### src/hw/rtl/asmon_pkg.sv
// Activation sparsity monitor package: sizes, queue operation format and
// accumulator record shared by the front, queue, back and checker modules.
// No dependencies.
package asmon_pkg;

  localparam int MAX_LAYERS  = 64;
  // Block size must be a power of two; block counts come from a shift.
  localparam int BLOCK_SIZE  = 64;
  localparam int QUEUE_DEPTH = 4;

  localparam int CNT_W    = 32;
  localparam int ACC_W    = 64;
  localparam int LAYER_W  = 8;
  localparam int VALUE_W  = 32;
  localparam int SEEN_OUT_W = 7;
  localparam int LAYER_AW = (MAX_LAYERS > 1) ? $clog2(MAX_LAYERS) : 1;
  localparam int FILL_W   = $clog2(BLOCK_SIZE);
  localparam int BLOCKS_W = CNT_W + 1 - FILL_W;
  localparam int SEEN_W   = $clog2(MAX_LAYERS + 1);
  localparam int QPTR_W   = (QUEUE_DEPTH > 1) ? $clog2(QUEUE_DEPTH) : 1;
  localparam int QCNT_W   = $clog2(QUEUE_DEPTH + 1);

  localparam logic MODE_ELEMENT = 1'b0;
  localparam logic MODE_READ    = 1'b1;

  typedef enum logic [1:0] {
    OP_COMMIT   = 2'd0,
    OP_READ     = 2'd1,
    OP_OVERFLOW = 2'd2
  } op_kind_t;

  typedef struct packed {
    op_kind_t              kind;
    logic                  in_range;
    logic [LAYER_AW-1:0]   addr;
    logic [CNT_W-1:0]      zeros;
    logic [CNT_W-1:0]      elems;
    logic [CNT_W-1:0]      zblocks;
    logic [BLOCKS_W-1:0]   blocks;
  } op_t;

  typedef struct packed {
    logic valid;
    op_t  op;
  } q_wr_t;

  typedef struct packed {
    logic [ACC_W-1:0] zeros;
    logic [ACC_W-1:0] elems;
    logic [ACC_W-1:0] zblocks;
    logic [ACC_W-1:0] blocks;
  } acc_t;

  function automatic logic is_fp_zero(input logic [VALUE_W-1:0] v);
    return v[VALUE_W-2:0] == '0;
  endfunction

endpackage

### src/hw/rtl/asmon_queue.sv
// Operation queue between the monitor front and back parts.
// Register-based FIFO of QUEUE_DEPTH entries. Depends on asmon_pkg.
module asmon_queue import asmon_pkg::*; (
  input  logic  clk,
  input  logic  rst,
  input  q_wr_t q_wr,
  output logic  full,
  input  logic  pop,
  output logic  head_valid,
  output op_t   head_op
);

  op_t               entries [QUEUE_DEPTH];
  logic [QPTR_W-1:0] wr_ptr;
  logic [QPTR_W-1:0] rd_ptr;
  logic [QCNT_W-1:0] count;

  assign full       = (count == QCNT_W'(QUEUE_DEPTH));
  assign head_valid = (count != '0);
  assign head_op    = entries[rd_ptr];

  always_ff @(posedge clk) begin
    if (q_wr.valid) begin
      entries[wr_ptr] <= q_wr.op;
    end
  end

  always_ff @(posedge clk) begin
    if (rst) begin
      wr_ptr <= '0;
      rd_ptr <= '0;
      count  <= '0;
    end else begin
      if (q_wr.valid) begin
        wr_ptr <= (wr_ptr == QPTR_W'(QUEUE_DEPTH - 1)) ? '0 : wr_ptr + QPTR_W'(1);
      end
      if (pop) begin
        rd_ptr <= (rd_ptr == QPTR_W'(QUEUE_DEPTH - 1)) ? '0 : rd_ptr + QPTR_W'(1);
      end
      if (q_wr.valid && !pop) begin
        count <= count + QCNT_W'(1);
      end else if (!q_wr.valid && pop) begin
        count <= count - QCNT_W'(1);
      end
    end
  end

endmodule

### config.mk
export PLATFORM = sky130hd
export DESIGN_NAME = asmon_queue
export DESIGN_NICKNAME = d
export VERILOG_FILES = /design/src/hw/rtl/asmon_pkg.sv /design/src/hw/rtl/asmon_queue.sv
export SDC_FILE = /design/constraint.sdc
export NUM_CORES = 1
export LEC_CHECK = 0
export ABC_CLOCK_PERIOD_IN_PS = 6700
export BUFFER_PORTS_ARGS = -buffer_cell sky130_fd_sc_hd__buf_4
export CAP_MARGIN = 25
export CORE_MARGIN = 8
export CORE_UTILIZATION = 30
export DETAILED_ROUTE_END_ITERATION = 7
export PLACE_DENSITY_LB_ADDON = 0.08
export SLEW_MARGIN = 20
export SYNTH_ARGS = -nofsm -noshare
export SYNTH_HDL_FRONTEND = slang
export SYNTH_SLANG_ARGS = --single-unit
### constraint.sdc
create_clock -name clk -period 6.7 [get_ports clk]
set_input_delay 1.005 -clock clk [delete_from_list [all_inputs] [get_ports clk]]
set_output_delay 1.005 -clock clk [all_outputs]
set_load 0.005 [all_outputs]
==> flow_summary.yaml, run 1 <==
logic_synthesis:
  synth-main-ff-cell: "edfxtp_1"
  syn_area_um2: 19500
  synth_edf_count: 528
  ys_types: 17
  syn-instance-count: 734
  synth_seq_cells: 537
  syn-num-nets: 877
  async_flop_share: 0
  synth_warnings: 0
  yosysSeqAreaShare: 0.823
  avgSynthCellArea_um2: 26.5
clocking:
  clkLatencyLatePin_ns: 0.59
  cts_root_buf: "clkbuf_16"
  cts_hold_buffers: 0
  cts_buffers: 58
  cts_resized: 0
  cts_buffer_depth: 3
  post_cts_buffers: 0
  htree_levels: 2
  clock-sinks: 537
  cts_tree: "yes"
  cts.clk_slew.worst_paths_ns: 0.05
final_layout:
  drive_gt1_frac: 0.457
  fin_nets: 1184
  design_area_um2: 24300
  area_growth_pct: 25.0
status:
  run_status: "finished, final reports clean"
detailed_routing:
  wire_per_inst_um: 22.2
  vias: 8625
  drc_errors: 0
  met3_length_um: 3290
  drt_first_pass_iters: 4
  met2_length_um: 20400
  routed_wirelength_um: 43100
  drtIter0Drc: 637
  dr.max_layer_used: "met5"
  viasPerCell: 4.43
  ant_nets: 0
  drt-met1-wl_um: 18600
timing:
  slew-limit-headroom: 0.331
  finalHoldViolCount: 0
  worst_slew_pin_slew_ns: 1.00
  rsz0062_at_grt: "no"
  final.setup_skew_ns: 0.0210
  fmax_mhz: 257
  finalSetupViolCount: 0
  layout_setup_ws_ns: 2.80
  setup_tns_ns: 0
  min_period_over_period: 0.581
  maxSlewViolCount: 0
  period_needed_ns: 3.90
worst_hold_path:
  hp-class: "reg -> reg"
  hold_path_startpoint: "count[2]"
placement:
  port_buffers: 269
  gp_congestion: 0.643
  dp_hpwl_um: 24800
  placed_area_um2: 22500
  pre_cts_ws_ns: 3.36
floorplanning:
  die_h_um: 271
  rows: 93
  die_w_um: 271
  die_area_um2: 73300
  initial_core_util: 0.303
  ios: 270
  coreArea_um2: 64300
grt:
  grt_pass1_wl_um: 63800
  grt-ovfl-total: 0
  antenna_found_initial: 7
  grt_max_degree: 91
  grt_usage: 0.115
  grt_pass1_vias: 9273
power:
  leakagePower_nw: 8.05
  power_density_nw_per_um2: 314
  ir_drop_uv: 239
setup_path:
  critPathCaptureType: "output port"
  cp.arrival_ns: 2.89
  crit_fanout: 82
  start_kind: "flip-flop"
  crit_type: "reg -> out"
  r2r_start: "wr_ptr[0]"
  cp.required_ns: 5.69
job:
  max-cap-violations: 0
==> metal layers <==
| metal | global-route usage | vias up |
|---|---|---|
| li1 | - | 3806 |
| met1 | 0.149 | 4535 |
| met2 | 0.179 | 206 |
| met3 | 0.0468 | 72 |
| met4 | 0.0278 | 6 |
| met5 | 0 | - |
==> layout make-up <==
type / count / area (um2)
sequential: 537 / 16000
multi-input combinational: 163 / 3230
tap: 855 / 1070
antenna: 3 / 7.51
inverter: 4 / 15.0
fill: 5878 / 40000
clock buffer: 69 / 1510
timing repair buffer: 277 / 2140
clock inverter: 37 / 324
==> path summary, 6_finish.rpt <==
check,endpoint,slack (ns),cells after the start
setup / recovery,head_op[38],2.80,3
hold / removal,count[2],0.51,2
setup reg to reg,entries[0][6],4.30,4
hold reg to reg,count[2],0.51,2
==> worst max-delay path, cell delays in order, from the launching register on <==
cell     delay [ns]
dfxtp_4        0.71
buf_12         0.53
mux4_2         0.65
buf_4          0.16
==> Yosys cell counts (4+ instances only) <==
library cell | count | area, um2
clkbuf_1 | 5 | 18.8
ha_1 | 6 | 75.1
mux4_2 | 132 | 2970
buf_2 | 15 | 75.1
inv_1 | 4 | 15.0
edfxtp_1 | 528 | 15900
nor2_1 | 7 | 26.3
dfxtp_1 | 9 | 180
mux2i_1 | 4 | 40.0
buf_6 | 10 | 113
and2_1 | 4 | 25.0
==> stage by stage <==
step                      hold WS [ns]  std cells  power (W)   util
after detailed placement         0.498       1836    0.00466  0.350
after floorplan                  0.455        734    0.00428      -
final                            0.507       1945    0.00764  0.378
after global routing             0.529       1942    0.00796  0.378
after CTS                        0.510       1942    0.00779  0.378
after global placement           0.476       1836    0.00466  0.350
==> sequential cells by signal, summed over array words and instances, names as in the netlist, named ones only <==
register / cells
entries: 528
count: 3
rd_ptr: 2
wr_ptr: 2
==> kinds of logic after synthesis <==
logic type / Yosys count / synth area share
AO/OA/AOI/OAI: 3 / 0.000771
multiplexers: 136 / 0.155
AND/OR/NAND/NOR: 15 / 0.00405
buffers and inverters: 34 / 0.0114
adder cells (fa/ha/maj): 7 / 0.00488
flip-flops: 537 / 0.823
XOR/XNOR: 2 / 0.000900
==> placed cells by master (no fill, tap or decap), drive strengths merged <==
master    netlist  routed
buf            25     277
clkbuf          5      69
nor2            7       7
inv             4       5
nor3b           2       2
fa              1       1
or3             2       2
mux2i           4       4
clkinv          0      29
o21ai           1       1
ha              6       6
and2            4       4
edfxtp        528     528
a21oi           2       2
bufinv          0       6
dfxtp           9       9
diode           0       3
mux4          132     132
xor2            2       2
clkinvlp        0       1
==> power breakdown <==
| group | internal, W | switching, W | total (W) |
|---|---|---|---|
| clock | 0.00183 | 0.00125 | 0.00308 |
| combinational | 0.000346 | 0.000309 | 0.000655 |
| sequential | 0.00385 | 0.0000481 | 0.00390 |
No activity file was read; power rests on OpenSTA's default activity.
==> run 2: changes to the inputs <==
- ABC_CLOCK_PERIOD_IN_PS: 6700 -> 3700
- clock period: 6.7 -> 3.7 ns (I/O delays scaled with it)
==> flow_summary.yaml, run 2 (synthesis gave the netlist of run 1 again) <==
status:
  run_status: "finished, final reports clean"
detailed_routing:
  viasPerCell: 4.44
  drtIter0Drc: 546
  vias: 8772
  routed_wirelength_um: 44000
  wire_per_inst_um: 22.3
  ant_nets: 0
  drc_errors: 0
  drt_first_pass_iters: 4
clocking:
  clock-sinks: 537
  cts_buffer_depth: 3
  htree_levels: 2
  cts_resized: 0
  cts_tree: "yes"
  cts_buffers: 60
  cts_root_buf: "clkbuf_16"
  post_cts_buffers: 0
  clkLatencyLatePin_ns: 0.61
  cts_hold_buffers: 0
  cts.clk_slew.worst_paths_ns: 0.06
setup_path:
  cp.required_ns: 3.14
  crit_fanout: 28
  reg2regPathDepth: 3
  cp.arrival_ns: 2.41
  crit_type: "reg -> out"
  start_kind: "flip-flop"
  critPathCaptureType: "output port"
grt:
  grt-ovfl-total: 0
  grt_max_degree: 45
  antenna_found_initial: 5
  grt_pass1_wl_um: 65900
  grt_usage: 0.119
  grt_pass1_vias: 9615
floorplanning:
  rows: 93
  die_w_um: 271
  coreArea_um2: 64300
  ios: 270
  die_h_um: 271
  die_area_um2: 73300
  initial_core_util: 0.303
power:
  ir_drop_uv: 359
  leakagePower_nw: 8.22
  power_density_nw_per_um2: 561
placement:
  port_buffers: 269
  dp_hpwl_um: 27800
  gp_congestion: 0.661
  placed_cells: 1864
timing:
  final.setup_skew_ns: 0.0196
  period_needed_ns: 2.96
  min_period_over_period: 0.801
  finalHoldViolCount: 0
  rsz0062_at_grt: "no"
  maxSlewViolCount: 0
  slew-limit-headroom: 0.442
  fmax_mhz: 338
  setup_tns_ns: 0
  worst_slew_pin_slew_ns: 0.836
  finalSetupViolCount: 0
final_layout:
  area_growth_pct: 26.9
  fin_util: 0.384
  reg_top3: "entries x528, count x3"
  regMostFlops: "entries"
  fill_cells: 5862
  finalNonFillerCells: 1976
  final_common_cell: "edfxtp_1"
  largest_reg_flops: 528
  final_cell_mix: "528 x edfxtp_1, 287 x buf_4, 132 x mux4_2, 60 x clkbuf_16, 22 x clkinv_1"
  drive_gt1_frac: 0.460
  fin_nets: 1214
worst_hold_path:
  min_path_cells: 1
  hp-class: "in -> reg"
job:
  max-cap-violations: 0
[run 2: cell count changes in the layout (fill, tap and decap cells not counted), sizes merged]
| cell | delta |
|---|---|
| bufinv | -2 |
| inv | -1 |
| clkbuf | +8 |
| buf | +28 |
| diode | -2 |
[run 2: where the power goes]
group,total (W),switching [W],internal (W),leakage [nW]
Clock,0.00555,0.00231,0.00324,0.887
Sequential,0.00706,0.0000868,0.00697,4.93
Combinational,0.00125,0.000573,0.000676,2.40
[run 2: critical path, cell delays in order, from the launching register on]
cell     delay [ns]
dfxtp_4        0.69
buf_12         0.33
mux4_2         0.57
buf_4          0.16
[run 2: cell type report]
type	count	area, um2	share of cell area
Clock inverter	34	279	0.0113
Tap cell	855	1070	0.0433
Antenna cell	1	2.50	0.000101
Inverter	4	15.0	0.000607
Timing Repair Buffer	305	2510	0.102
Sequential cell	537	16000	0.649
Clock buffer	77	1570	0.0633
Multi-Input combinational cell	163	3230	0.131
[run 2: worst paths after layout]
kind | from | end | slack, ns
setup / recovery | flip-flop | head_op[68] | 0.74
hold / removal | q_wr[6] | entries[1][6] | 0.14
setup reg to reg | wr_ptr[0] | entries[3][43] | 1.73
hold reg to reg | count[2] | count[2] | 0.51
[run 2: metal layers]
metal | track usage | vias to the layer above | wire [um]
li1 | - | 3873 | -
met1 | 0.144 | 4601 | 18100
met2 | 0.196 | 211 | 21800
met3 | 0.0438 | 79 | 3180
met4 | 0.0345 | 8 | 907
met5 | 0 | - | 55
[run 2: per-stage QoR]
step / worst slack (ns) / total power (W) / cell area (um2) / hold slack [ns]
6_report: 0.738 / 0.0139 / 24700 / 0.139
5_1_grt: 0.542 / 0.0145 / 24700 / 0.0943
4_1_cts: 0.602 / 0.0141 / 24700 / 0.0795
3_5_place_dp: 1.29 / 0.00850 / 22900 / 0.492
3_3_place_gp: 1.28 / 0.00849 / 22900 / 0.481
2_1_floorplan: 1.08 / 0.00772 / 19500 / 0.455
==> run 3: changes to the inputs <==
- ABC_CLOCK_PERIOD_IN_PS: 3700 -> 2600
- clock period: 3.7 -> 2.6 ns (I/O delays scaled with it)
==> flow_summary.yaml, run 3 (synthesis gave the netlist of run 1 again) <==
timing:
  maxSlewViolCount: 0
  final.setup_skew_ns: 0.0166
  finalHoldViolCount: 0
  fmax_mhz: 396
  min_period_over_period: 0.971
  worst_slew_pin_slew_ns: 0.578
  rsz0062_at_grt: "yes"
  slew-limit-headroom: 0.614
  setup_tns_ns: 0
  whs_ns: 0.106
  period_needed_ns: 2.52
  finalSetupViolCount: 0
worst_hold_path:
  hp-class: "in -> reg"
  min_path_cells: 3
  hold_path_startpoint: "pop"
setup_path:
  reg2regPathDepth: 3
  crit_fanout: 10
  crit_type: "reg -> out"
  r2r-end: "entries[3][93]"
  reg2reg_slack_ns: 0.80
  start_kind: "flip-flop"
  r2r_start: "wr_ptr[0]"
  cp.arrival_ns: 2.13
  cp.required_ns: 2.21
  critPathCaptureType: "output port"
floorplanning:
  rows: 93
  coreArea_um2: 64300
  ios: 270
  die_h_um: 271
  die_w_um: 271
  initial_core_util: 0.303
  die_area_um2: 73300
final_layout:
  fin_nets: 1362
  regMostFlops: "entries"
  drive_gt1_frac: 0.423
  reg_top3: "entries x528, count x3"
  fin_util: 0.409
  final_common_cell: "edfxtp_1"
  final_cell_mix: "528 x edfxtp_1, 289 x buf_4, 133 x dlygate4sd3_1, 132 x mux4_2, 63 x clkbuf_16"
  area_growth_pct: 35.1
  largest_reg_flops: 528
detailed_routing:
  drtIter0Drc: 505
  vias: 9408
  routed_wirelength_um: 46000
  drt_first_pass_iters: 4
  wire_per_inst_um: 21.7
  ant_nets: 0
  viasPerCell: 4.43
  drc_errors: 0
grt:
  grt_usage: 0.123
  grt-ovfl-total: 0
  grt_pass1_wl_um: 68800
  grt_pass1_vias: 10600
  grt-busiest-layer: "met2"
  use_met2: 0.201
  grt.met3_usage: 0.0338
  grt_max_degree: 70
  use_met1: 0.160
  antenna_found_initial: 2
clocking:
  cts_root_buf: "clkbuf_16"
  cts_buffers: 58
  cts_buffer_depth: 3
  clock-sinks: 537
  htree_levels: 2
  cts_tree: "yes"
  cts.clk_slew.worst_paths_ns: 0.06
  clkLatencyLatePin_ns: 0.60
power:
  power_density_nw_per_um2: 755
  finalPower_w: 0.0199
  leakagePower_nw: 8.91
  ir_drop_uv: 515
job:
  max-cap-violations: 0
placement:
  port_buffers: 269
  dp_hpwl_um: 28300
  gp_congestion: 0.660
status:
  run_status: "finished, final reports clean"
## run 3: cell types whose count changed in the layout (fill, tap and decap cells not counted), moves of 2 or more
cell           change
clkinv_8           -3
clkinv_2           +7
buf_6              +8
dlygate4sd3_1    +133
buf_4              +2
clkinv_1           -6
clkbuf_16          +3
buf_16             +6
## run 3: repair_timing
action	in CTS	in global routing
setup buffers	6	0
endpoints found under the setup margin	85	18
hold endpoints to repair	535	0
pin swaps	0	0
gates cloned	2	2
hold buffers	133	0
resized for setup	13	1
## run 3: layer usage
layer  wire length (um)  vias to the layer above
met2              22200                      219
met3               2770                       62
met1              20200                     4962
met4                835                        0
li1                   -                     4165
met5                  0                        -
## run 3: critical path, stage by stage (launching register included)
cell     delay (ns)
dfxtp_4        0.43
buf_16         0.20
buf_6          0.18
mux4_2         0.56
buf_4          0.16
## run 3: how the worst max path moves through the flow
stage,start,to,depth (start not counted)
after detailed placement,flip-flop,head_op[45],4
after floorplan,wr_ptr[0],entries[1][0],2
final,flip-flop,head_op[26],4
after CTS,flip-flop,head_op[30],4
after global placement,flip-flop,head_op[43],4
after global routing,flip-flop,head_op[77],4
## run 3: layout make-up
cell class / instances / area [um2]
Antenna cell: 1 / 2.50
Clock buffer: 77 / 1590
Clock inverter: 31 / 214
Fill cell: 5735 / 38000
Inverter: 4 / 15.0
Multi-Input combinational cell: 163 / 3230
Sequential cell: 537 / 16000
Tap cell: 855 / 1070
Timing Repair Buffer: 455 / 4150
## run 3: per-stage QoR
stage / instance area (um2) / cells / setup WS, ns
2_1_floorplan: 19500 / 734 / 0.0113
3_3_place_gp: 22900 / 1871 / 0.591
3_5_place_dp: 22900 / 1871 / 0.579
4_1_cts: 26300 / 2120 / -0.0143
5_1_grt: 26300 / 2123 / -0.0184
6_report: 26300 / 2123 / 0.0765
## run 3: where the power goes
part	internal, W	switching (W)	total (W)
registers	0.00992	0.0000874	0.0100
clock network	0.00455	0.00322	0.00777
logic	0.00116	0.000928	0.00208
total	0.0156	0.00424	0.0199
