### config.mk
export PLATFORM = sky130hd
export DESIGN_NAME = asmon_front
export DESIGN_NICKNAME = d
export VERILOG_FILES = /design/src/hw/rtl/asmon_pkg.sv /design/src/hw/rtl/asmon_front.sv
export SDC_FILE = /design/constraint.sdc
export NUM_CORES = 1
export LEC_CHECK = 0
export ABC_AREA = 1
export BUFFER_PORTS_ARGS = -buffer_cell sky130_fd_sc_hd__buf_4
export CAP_MARGIN = 30
export CORE_MARGIN = 2
export CORE_UTILIZATION = 41
export DETAILED_ROUTE_END_ITERATION = 8
export MAX_ROUTING_LAYER = met4
export PLACE_DENSITY = 0.61
export SETUP_SLACK_MARGIN = 0.2
export SYNTH_ARGS = -nofsm -noshare
export SYNTH_HDL_FRONTEND = slang
export SYNTH_SLANG_ARGS = --single-unit
### constraint.sdc
create_clock -name clk -period 3.4 [get_ports clk]
set_input_delay 0.51 -clock clk [delete_from_list [all_inputs] [get_ports clk]]
set_output_delay 0.51 -clock clk [all_outputs]
set_load 0.01 [all_outputs]
### src/hw/rtl/asmon_pkg.sv
// Activation sparsity monitor package: sizes, queue operation format and
// accumulator record shared by the front, queue, back and checker modules.
// No dependencies.
package asmon_pkg;

  localparam int MAX_LAYERS  = 64;
  // Block size must be a power of two; block counts come from a shift.
  localparam int BLOCK_SIZE  = 64;
  localparam int QUEUE_DEPTH = 4;

  localparam int CNT_W    = 32;
  localparam int ACC_W    = 64;
  localparam int LAYER_W  = 8;
  localparam int VALUE_W  = 32;
  localparam int SEEN_OUT_W = 7;
  localparam int LAYER_AW = (MAX_LAYERS > 1) ? $clog2(MAX_LAYERS) : 1;
  localparam int FILL_W   = $clog2(BLOCK_SIZE);
  localparam int BLOCKS_W = CNT_W + 1 - FILL_W;
  localparam int SEEN_W   = $clog2(MAX_LAYERS + 1);
  localparam int QPTR_W   = (QUEUE_DEPTH > 1) ? $clog2(QUEUE_DEPTH) : 1;
  localparam int QCNT_W   = $clog2(QUEUE_DEPTH + 1);

  localparam logic MODE_ELEMENT = 1'b0;
  localparam logic MODE_READ    = 1'b1;

  typedef enum logic [1:0] {
    OP_COMMIT   = 2'd0,
    OP_READ     = 2'd1,
    OP_OVERFLOW = 2'd2
  } op_kind_t;

  typedef struct packed {
    op_kind_t              kind;
    logic                  in_range;
    logic [LAYER_AW-1:0]   addr;
    logic [CNT_W-1:0]      zeros;
    logic [CNT_W-1:0]      elems;
    logic [CNT_W-1:0]      zblocks;
    logic [BLOCKS_W-1:0]   blocks;
  } op_t;

  typedef struct packed {
    logic valid;
    op_t  op;
  } q_wr_t;

  typedef struct packed {
    logic [ACC_W-1:0] zeros;
    logic [ACC_W-1:0] elems;
    logic [ACC_W-1:0] zblocks;
    logic [ACC_W-1:0] blocks;
  } acc_t;

  function automatic logic is_fp_zero(input logic [VALUE_W-1:0] v);
    return v[VALUE_W-2:0] == '0;
  endfunction

endpackage

### src/hw/rtl/asmon_front.sv
// Front part of the sparsity monitor: holds the enable register, takes input
// transfers, counts zeros and blocks of the open buffer and issues operations.
// Depends on asmon_pkg.
module asmon_front import asmon_pkg::*; (
  input  logic               clk,
  input  logic               rst,
  input  logic               cfg_we,
  input  logic               cfg_wdata,
  input  logic               in_valid,
  output logic               in_stall,
  input  logic               mode,
  input  logic [LAYER_W-1:0] layer,
  input  logic [VALUE_W-1:0] value,
  input  logic               last_element,
  input  logic               q_full,
  output q_wr_t              q_wr
);

  logic              enable;
  logic [CNT_W-1:0]  buf_zeros, buf_zeros_next;
  logic [CNT_W-1:0]  buf_elems, buf_elems_next;
  logic [CNT_W-1:0]  buf_zblocks, buf_zblocks_next;
  logic [FILL_W-1:0] blk_fill, blk_fill_next;
  logic              blk_all_zero, blk_all_zero_next;

  logic              accept;
  logic              in_range;
  logic              zero_in;
  logic              blk_closes;
  logic              all_zero_inc;
  logic [CNT_W-1:0]  elems_inc;
  logic [CNT_W-1:0]  zeros_inc;
  logic [CNT_W-1:0]  zblocks_inc;
  logic [CNT_W:0]    blocks_sum;

  assign in_stall = q_full;
  assign accept   = in_valid && !q_full;
  assign in_range = !layer[LAYER_W-1] && (layer < LAYER_W'(MAX_LAYERS));
  assign zero_in  = is_fp_zero(value);

  assign elems_inc    = buf_elems + CNT_W'(1);
  assign zeros_inc    = buf_zeros + CNT_W'(zero_in);
  assign blk_closes   = last_element || (blk_fill == FILL_W'(BLOCK_SIZE - 1));
  assign all_zero_inc = zero_in && ((blk_fill == '0) || blk_all_zero);
  assign zblocks_inc  = buf_zblocks + CNT_W'(blk_closes && all_zero_inc);
  assign blocks_sum   = {1'b0, elems_inc} + (CNT_W + 1)'(BLOCK_SIZE - 1);

  always_comb begin
    buf_zeros_next    = buf_zeros;
    buf_elems_next    = buf_elems;
    buf_zblocks_next  = buf_zblocks;
    blk_fill_next     = blk_fill;
    blk_all_zero_next = blk_all_zero;
    q_wr.valid        = 1'b0;
    q_wr.op.kind      = OP_READ;
    q_wr.op.in_range  = in_range;
    q_wr.op.addr      = layer[LAYER_AW-1:0];
    q_wr.op.zeros     = zeros_inc;
    q_wr.op.elems     = elems_inc;
    q_wr.op.zblocks   = zblocks_inc;
    q_wr.op.blocks    = blocks_sum[CNT_W:FILL_W];
    if (accept) begin
      if (mode == MODE_READ) begin
        q_wr.valid   = 1'b1;
        q_wr.op.kind = OP_READ;
      end else if (enable) begin
        if (in_range) begin
          if (last_element) begin
            q_wr.valid   = 1'b1;
            q_wr.op.kind = OP_COMMIT;
          end
          buf_zeros_next    = last_element ? '0 : zeros_inc;
          buf_elems_next    = last_element ? '0 : elems_inc;
          buf_zblocks_next  = last_element ? '0 : zblocks_inc;
          blk_fill_next     = blk_closes ? '0 : blk_fill + FILL_W'(1);
          blk_all_zero_next = all_zero_inc;
        end else begin
          if (!layer[LAYER_W-1]) begin
            q_wr.valid   = 1'b1;
            q_wr.op.kind = OP_OVERFLOW;
          end
          if (last_element) begin
            buf_zeros_next   = '0;
            buf_elems_next   = '0;
            buf_zblocks_next = '0;
            blk_fill_next    = '0;
          end
        end
      end
    end
  end

  always_ff @(posedge clk) begin
    if (rst) begin
      enable       <= 1'b0;
      buf_zeros    <= '0;
      buf_elems    <= '0;
      buf_zblocks  <= '0;
      blk_fill     <= '0;
      blk_all_zero <= 1'b0;
    end else begin
      if (cfg_we) begin
        enable <= cfg_wdata;
      end
      buf_zeros    <= buf_zeros_next;
      buf_elems    <= buf_elems_next;
      buf_zblocks  <= buf_zblocks_next;
      blk_fill     <= blk_fill_next;
      blk_all_zero <= blk_all_zero_next;
    end
  end

endmodule

==> run_results.csv, run 1 <==
group,metric,value,unit
status,run_status,"finished with violations",
status,violations_in_the_final_reports,"negative setup slack",
clock_tree,cts.root.buffer_cell,"sky130_fd_sc_hd__clkbuf_16",
logic_synthesis,yosysSeqAreaShare,0.275,
worst_setup_path,setup.worst_path.end_class,"output pin",
timing,minimum_clock_period_after_layout,3.41,ns
power,ir_worst_vdd,0.000221,V
power,powerDensity,217,nW/um^2
timing,period_share,1.00,
drt,number_of_antenna_violating_nets_in_the_routed_design,0,
global_routing,via_count_of_the_first_global_routing_pass,7899,
placed_design,port-buffer-count,168,
logic_synthesis,synth_cells,1269,
global_routing,global_route_wire_length_before_repair,39600,um
power,p_sw,0.000561,W
drt,avgRoutedWirePerCell,14.8,um
drt,drt-pass1-iter-count,5,
logic_synthesis,synth_area_leader_cell,"sky130_fd_sc_hd__dfxtp_1",
power,internal_power_contribution,0.00188,W
drt,drc_markers,0,
drt,route.vias.total,8712,
logic_synthesis,yosys.area.top_type_share,0.275,
worst_setup_path,cp_required,2.89,ns
power,p_clk_frac,0.463,
floorplanning,top_level_ports,182,
worst_setup_path,crit_path_start_kind,"input port",
final_layout,layout.filler_cells,1696,
drt,drt_iter0_drc,602,
final_layout,final_util,0.622,
placed_design,gp_congestion,0.922,
worst_setup_path,arrival,2.90,ns
final_layout,antenna_cells,0,
timing,timing.slew.headroom,0.363,
final_layout,regArea,2100,um^2
floorplanning,vert_die_dim,140,um
clock_tree,maximum_buffer_depth_of_the_clock_tree,2,
final_layout,multi_input_comb_area,5670,um^2
clock_tree,tritoncts_num_sinks,104,
clock_tree,tritoncts,"yes",
timing,fin_worst_skew,0.00926,ns
logic_synthesis,syn-mean-instance-area,5.97,um^2
power,power.static_leakage,4.81,nW
power,pwr-share-comb,0.038,
worst_setup_path,crit_path_max_fanout,3,
drt,drt_wl_total,25600,um
power,finalPower,0.00244,W
global_routing,grt_start_max_net_pins,55,
logic_synthesis,synth_area_leaders,"sky130_fd_sc_hd__dfxtp_1 (27%), sky130_fd_sc_hd__nand2_1 (22%), sky130_fd_sc_hd__a21oi_1 (6.9%)",
hold_path,worst_hold_check_path_type,"input port to flip-flop",
final_layout,num-nets-final,1548,
global_routing,antenna_violations_before_repair,0,
timing,finalHoldViolCount,0,
logic_synthesis,syn_std_cell_area,7570,um^2
floorplanning,core_area,18000,um^2
flow_run,max-cap-violations,0,
clock_tree,clkLatencyLatePin,0.36,ns
timing,final_critical_path_setup_slack,-0.0101,ns
worst_setup_path,kind_of_critical_path,"input port to output pin",
final_layout,drive_above_1_share,0.322,
logic_synthesis,ys_warn_count,0,
clock_tree,tritoncts_buffers,9,
timing,minimum_hold_slack,0.386,ns
drt,routed_via_density,5.04,
timing,achievable-frequency,0.293,GHz
placed_design,detailed_place_hpwl,18500,um
timing,timing_max_transition_violations_final,0,
clock_tree,path_clk_slew,0.08,ns
global_routing,gr-usage-all-layers,0.253,
logic_synthesis,syn_nets,1324,
logic_synthesis,synth_cell_type_count,35,
floorplanning,initial_utilization,0.420,
floorplanning,die_width,140,um
power,share_of_total_power_in_sequential_cells,0.499,
timing,setup_viol,1,
global_routing,grt_total_ovfl,0,
logic_synthesis,ys_ff_latch,104,
final_layout,syn_to_final_growth,48.1,%
floorplanning,die_area,19600,um^2
power,switching_share,0.230,
timing,grt_setup_unrepaired,"true",
timing,worstMarginPinSlew,0.954,ns
floorplanning,rows,49,
clock_tree,h-tree-depth,3,
-- power groups by stage --
stage	Combinational [W]	Clock [W]	Sequential, W
2_1_floorplan	0.0000406	0	0.00125
3_3_place_gp	0.0000813	0	0.00125
3_5_place_dp	0.0000823	0	0.00125
4_1_cts	0.0000878	0.00115	0.00122
5_1_grt	0.0000993	0.00120	0.00122
6_report	0.0000925	0.00113	0.00122
-- metrics by stage --
| stage | setup TNS [ns] | setup WS [ns] | area [um^2] | cells |
|---|---|---|---|---|
| 6_report | -0.0101 | -0.0101 | 11200 | 1727 |
| 5_1_grt | -1.56 | -0.184 | 11200 | 1727 |
| 4_1_cts | -0.0601 | -0.0311 | 10400 | 1698 |
| 3_5_place_dp | -1.07 | -0.190 | 9030 | 1635 |
| 3_3_place_gp | -0.546 | -0.140 | 9030 | 1635 |
| 2_1_floorplan | 0 | 0.211 | 7580 | 1269 |
-- layout by cell type (no fill, tap or decap), types with 8 or more instances in the layout --
cell	n
sky130_fd_sc_hd__nand2_2	23
sky130_fd_sc_hd__inv_1	123
sky130_fd_sc_hd__inv_2	11
sky130_fd_sc_hd__buf_6	58
sky130_fd_sc_hd__nor2_1	101
sky130_fd_sc_hd__nand3_1	52
sky130_fd_sc_hd__clkbuf_16	9
sky130_fd_sc_hd__xnor2_2	10
sky130_fd_sc_hd__nor4_1	8
sky130_fd_sc_hd__nor2_2	20
sky130_fd_sc_hd__nand4_1	29
sky130_fd_sc_hd__xor2_1	33
sky130_fd_sc_hd__nor2_4	29
sky130_fd_sc_hd__nand3_4	8
sky130_fd_sc_hd__xor2_2	15
sky130_fd_sc_hd__dfxtp_2	8
sky130_fd_sc_hd__nor3_1	28
sky130_fd_sc_hd__a21oi_1	102
sky130_fd_sc_hd__buf_4	217
sky130_fd_sc_hd__dfxtp_1	94
sky130_fd_sc_hd__nand2_1	420
sky130_fd_sc_hd__nand2_4	15
-- cell families after synthesis --
group,count (synthesis),synth area share
DFF,104,0.275
and+or+nand+nor,760,0.428
buffers and inverters,202,0.117
xor gates and xnor gates,71,0.0831
AOI/OAI and AO/OA,125,0.0852
adders and majority gates,7,0.0116
-- final cells by class --
type | count | share of cell area
tap | 229 | 0.0256
inverter | 136 | 0.0460
multi-input combinational | 965 | 0.506
clock buffer | 11 | 0.0225
sequential | 104 | 0.187
clock inverter | 5 | 0.00558
timing repair buffer | 277 | 0.207
-- synth_stat cells --
master and n:
sky130_fd_sc_hd__nand2_1 444, sky130_fd_sc_hd__nor2_8 2, sky130_fd_sc_hd__a21oi_1 105, sky130_fd_sc_hd__a211oi_1 1, sky130_fd_sc_hd__nor2_1 133, sky130_fd_sc_hd__o21ai_0 9, sky130_fd_sc_hd__ha_1 7, sky130_fd_sc_hd__inv_2 7
sky130_fd_sc_hd__buf_1 3, sky130_fd_sc_hd__nand2_4 1, sky130_fd_sc_hd__nor2_4 1, sky130_fd_sc_hd__nand3b_1 1, sky130_fd_sc_hd__nor4_1 17, sky130_fd_sc_hd__o21a_1 1, sky130_fd_sc_hd__clkbuf_1 28, sky130_fd_sc_hd__inv_1 129
sky130_fd_sc_hd__dfxtp_1 104, sky130_fd_sc_hd__or2_2 1, sky130_fd_sc_hd__o21bai_1 4, sky130_fd_sc_hd__o21ai_1 2, sky130_fd_sc_hd__nand3_1 65, sky130_fd_sc_hd__nor3_2 1, sky130_fd_sc_hd__and3_1 1, sky130_fd_sc_hd__nand2_2 14
sky130_fd_sc_hd__nor2_2 14, sky130_fd_sc_hd__a21o_1 1, sky130_fd_sc_hd__nand4_1 29, sky130_fd_sc_hd__nor3b_1 3, sky130_fd_sc_hd__nor3_1 32, sky130_fd_sc_hd__nand3_2 1, sky130_fd_sc_hd__xnor2_1 17, sky130_fd_sc_hd__xor2_1 53
sky130_fd_sc_hd__a31oi_1 2, sky130_fd_sc_hd__xnor2_2 1, sky130_fd_sc_hd__buf_4 35
-- state kept, by name, indices dropped and copies added, names as in the netlist --
register      cells
blk_all_zero      1
buf_zblocks      32
buf_elems        32
blk_fill          6
buf_zeros        32
enable            1
-- critical path, stage by stage --
cell and delay, ns:
sky130_fd_sc_hd__buf_6 0.10, sky130_fd_sc_hd__nor4_2 0.28, sky130_fd_sc_hd__nand4_1 0.18, sky130_fd_sc_hd__nor2_2 0.15, sky130_fd_sc_hd__o21ai_2 0.08, sky130_fd_sc_hd__nor2_1 0.11, sky130_fd_sc_hd__ha_2 0.22, sky130_fd_sc_hd__ha_4 0.15
sky130_fd_sc_hd__nand3_4 0.08, sky130_fd_sc_hd__inv_4 0.08, sky130_fd_sc_hd__nand2_4 0.05, sky130_fd_sc_hd__buf_4 0.14, sky130_fd_sc_hd__buf_6 0.12, sky130_fd_sc_hd__buf_4 0.13, sky130_fd_sc_hd__xnor2_1 0.30, sky130_fd_sc_hd__buf_4 0.19
-- what timing repair did --
action / CTS / global route
hold buffers: 0 / 0
setup endpoints to repair: 48 / 77
buffers inserted: 47 / 27
endpoints found under the hold margin: 0 / 0
cloned: 0 / 2
pin swaps: 40 / 58
gates resized for setup: 138 / 143
-- routing by layer --
layer  GRT usage  routed length, um
met1       0.332              11200
met2       0.414              12600
met3      0.0352               1390
met4      0.0605                457
met5           -                  0
-- path summary, 6_finish.rpt --
| path | start | to | slack [ns] | cells after the start |
|---|---|---|---|---|
| worst max-delay path | value[2] | q_wr[35] | -0.01 | 16 |
| worst min-delay path | cfg_wdata | enable | 0.39 | 3 |
| worst max register to register | blk_fill[1] | buf_zblocks[17] | 0.24 | 26 |
| worst min register to register | buf_zblocks[0] | buf_zblocks[0] | 0.47 | 2 |
(Power assumes the default switching activity.)
==> run 2: changes to the inputs <==
Settings changed: CORE_ASPECT_RATIO set to 0.5.
==> run_results.csv, run 2 (synthesis results as in run 1) <==
group,metric,value,unit
final_layout,largestRegisters,"buf_elems x32, buf_zblocks x32, buf_zeros x32",
final_layout,num-nets-final,1549,
power,pwr-share-comb,0.037,
floorplanning,vert_die_dim,100,um
floorplanning,core_area,18300,um^2
timing,fin_worst_skew,0.0193,ns
global_routing,grt_use_met3,0.0356,
placed_design,port-buffer-count,168,
drt,routed_via_density,5.06,
worst_setup_path,arrival,2.89,ns
drt,drt_wl_total,26300,um
worst_setup_path,cp_required,2.89,ns
global_routing,antenna_violations_before_repair,0,
final_layout,layout.filler_cells,1744,
floorplanning,die_area,19600,um^2
drt,drc_markers,0,
timing,timing.slew.headroom,0.328,
timing,timing_max_transition_violations_final,0,
timing,minimum_clock_period_after_layout,3.40,ns
final_layout,syn_to_final_growth,45.1,%
power,power.static_leakage,4.75,nW
placed_design,dp_slack,-0.195,ns
worst_setup_path,crit_path_start_kind,"flip-flop",
final_layout,drive_above_1_share,0.318,
drt,number_of_antenna_violating_nets_in_the_routed_design,0,
worst_setup_path,kind_of_critical_path,"flip-flop to output pin",
clock_tree,postCtsHoldBufs,0,
power,ir_worst_vdd,0.000246,V
timing,final_critical_path_setup_slack,-0.00398,ns
hold_path,worst_hold_check_path_type,"input port to flip-flop",
timing,worstMarginPinSlew,1.01,ns
floorplanning,top_level_ports,182,
clock_tree,maximum_buffer_depth_of_the_clock_tree,2,
drt,drt_iter0_drc,503,
clock_tree,tritoncts,"yes",
clock_tree,tritoncts_num_sinks,104,
floorplanning,initial_utilization,0.415,
power,p_clk_frac,0.458,
floorplanning,die_width,196,um
timing,period_share,1.00,
global_routing,via_count_of_the_first_global_routing_pass,8200,
clock_tree,tritoncts_buffers,9,
drt,route.vias.total,8800,
clock_tree,cts.root.buffer_cell,"sky130_fd_sc_hd__clkbuf_16",
global_routing,globalRouteMet2Util,0.439,
global_routing,global_route_wire_length_before_repair,41000,um
placed_design,gp_congestion,0.949,
power,share_of_total_power_in_sequential_cells,0.505,
final_layout,final_cell_mix,"sky130_fd_sc_hd__nand2_1 (426), sky130_fd_sc_hd__buf_4 (244), sky130_fd_sc_hd__inv_1 (123)",
timing,achievable-frequency,0.294,GHz
final_layout,antenna_cells,0,
power,powerDensity,219,nW/um^2
clock_tree,clkLatencyLatePin,0.36,ns
timing,setup_viol,2,
global_routing,grt_start_max_net_pins,91,
timing,grt_setup_unrepaired,"true",
flow_run,max-cap-violations,0,
status,run_status,"finished with violations",
clock_tree,h-tree-depth,3,
worst_setup_path,crit_path_max_fanout,4,
final_layout,final_util,0.602,
status,violations_in_the_final_reports,"negative setup slack",
power,switching_share,0.237,
clock_tree,path_clk_slew,0.09,ns
floorplanning,rows,35,
timing,finalHoldViolCount,0,
global_routing,gr-usage-all-layers,0.265,
final_layout,layout_commonest_cell,"sky130_fd_sc_hd__nand2_1",
global_routing,gr-max-usage-layer,"met2",
power,internal_power_contribution,0.00184,W
drt,drt-pass1-iter-count,4,
global_routing,grt_util_met1,0.348,
global_routing,grt_total_ovfl,0,
worst_setup_path,rrSetupSlack,0.20,ns
worst_setup_path,setup.worst_path.end_class,"output pin",
placed_design,detailed_place_hpwl,18700,um
drt,avgRoutedWirePerCell,15.1,um
power,p_sw,0.000570,W
[run 2: repair_timing]
item                       CTS  global route
buffers inserted            41            26
resized for setup          108           132
pin swaps                   27            48
cloned                       0             2
setup endpoints to repair   57            66
[run 2: layout make-up]
class / count / area [um^2] / share of cell area
Inverter: 136 / 515 / 0.0469
Tap cell: 240 / 300 / 0.0273
Clock buffer: 9 / 225 / 0.0205
Timing Repair Buffer: 278 / 2220 / 0.202
Sequential cell: 104 / 2110 / 0.192
Clock inverter: 7 / 77.6 / 0.00706
Multi-Input combinational cell: 965 / 5540 / 0.504
[run 2: worst paths after layout]
| check | from | to | depth (start not counted) |
|---|---|---|---|
| setup / recovery | blk_fill[0] | q_wr[57] | 20 |
| hold / removal | cfg_wdata | enable | 3 |
| setup reg to reg | blk_fill[0] | buf_zblocks[17] | 25 |
| hold reg to reg | buf_zeros[30] | buf_zeros[30] | 2 |
[run 2: routing by layer]
layer  part of all wire  wire length (um)
met2               0.47             12400
met3              0.037               983
met1               0.47             12500
met5                  0                 0
met4              0.016               412
[run 2: power by group through the flow]
stage                     clock network [W]  logic (W)  registers [W]
after floorplan                           0  0.0000406        0.00125
after global placement                    0  0.0000789        0.00125
after detailed placement                  0  0.0000801        0.00125
after CTS                           0.00112  0.0000840        0.00122
after global routing                0.00117  0.0000966        0.00122
final                               0.00110  0.0000886        0.00122
[run 2: critical path, cell delays in order, from the launching register on]
cell,delay [ns]
sky130_fd_sc_hd__dfxtp_4,0.40
sky130_fd_sc_hd__ha_4,0.14
sky130_fd_sc_hd__nand2_2,0.07
sky130_fd_sc_hd__nor2_4,0.11
sky130_fd_sc_hd__inv_2,0.06
sky130_fd_sc_hd__nor2_4,0.08
sky130_fd_sc_hd__a21oi_1,0.07
sky130_fd_sc_hd__nor2_1,0.13
sky130_fd_sc_hd__ha_2,0.23
sky130_fd_sc_hd__ha_4,0.15
sky130_fd_sc_hd__nand3_4,0.09
sky130_fd_sc_hd__inv_4,0.09
sky130_fd_sc_hd__nand2_4,0.05
sky130_fd_sc_hd__nor2_4,0.14
sky130_fd_sc_hd__nand2_4,0.08
sky130_fd_sc_hd__nor2_4,0.14
sky130_fd_sc_hd__nand2_4,0.09
sky130_fd_sc_hd__o21ai_2,0.11
sky130_fd_sc_hd__inv_1,0.06
sky130_fd_sc_hd__nor2_2,0.09
sky130_fd_sc_hd__buf_4,0.13
[run 2: through the flow]
| step | total power, W | area [um^2] | std cells | setup TNS, ns | hold slack [ns] |
|---|---|---|---|---|---|
| floorplan | 0.00129 | 7580 | 1269 | 0 | 0.445 |
| global placement | 0.00133 | 9090 | 1654 | -0.901 | 0.453 |
| detailed placement | 0.00133 | 9090 | 1654 | -1.35 | 0.461 |
| CTS | 0.00242 | 10200 | 1711 | 0 | 0.368 |
| global route | 0.00248 | 11000 | 1739 | -1.30 | 0.372 |
| finish | 0.00241 | 11000 | 1739 | -0.00773 | 0.371 |
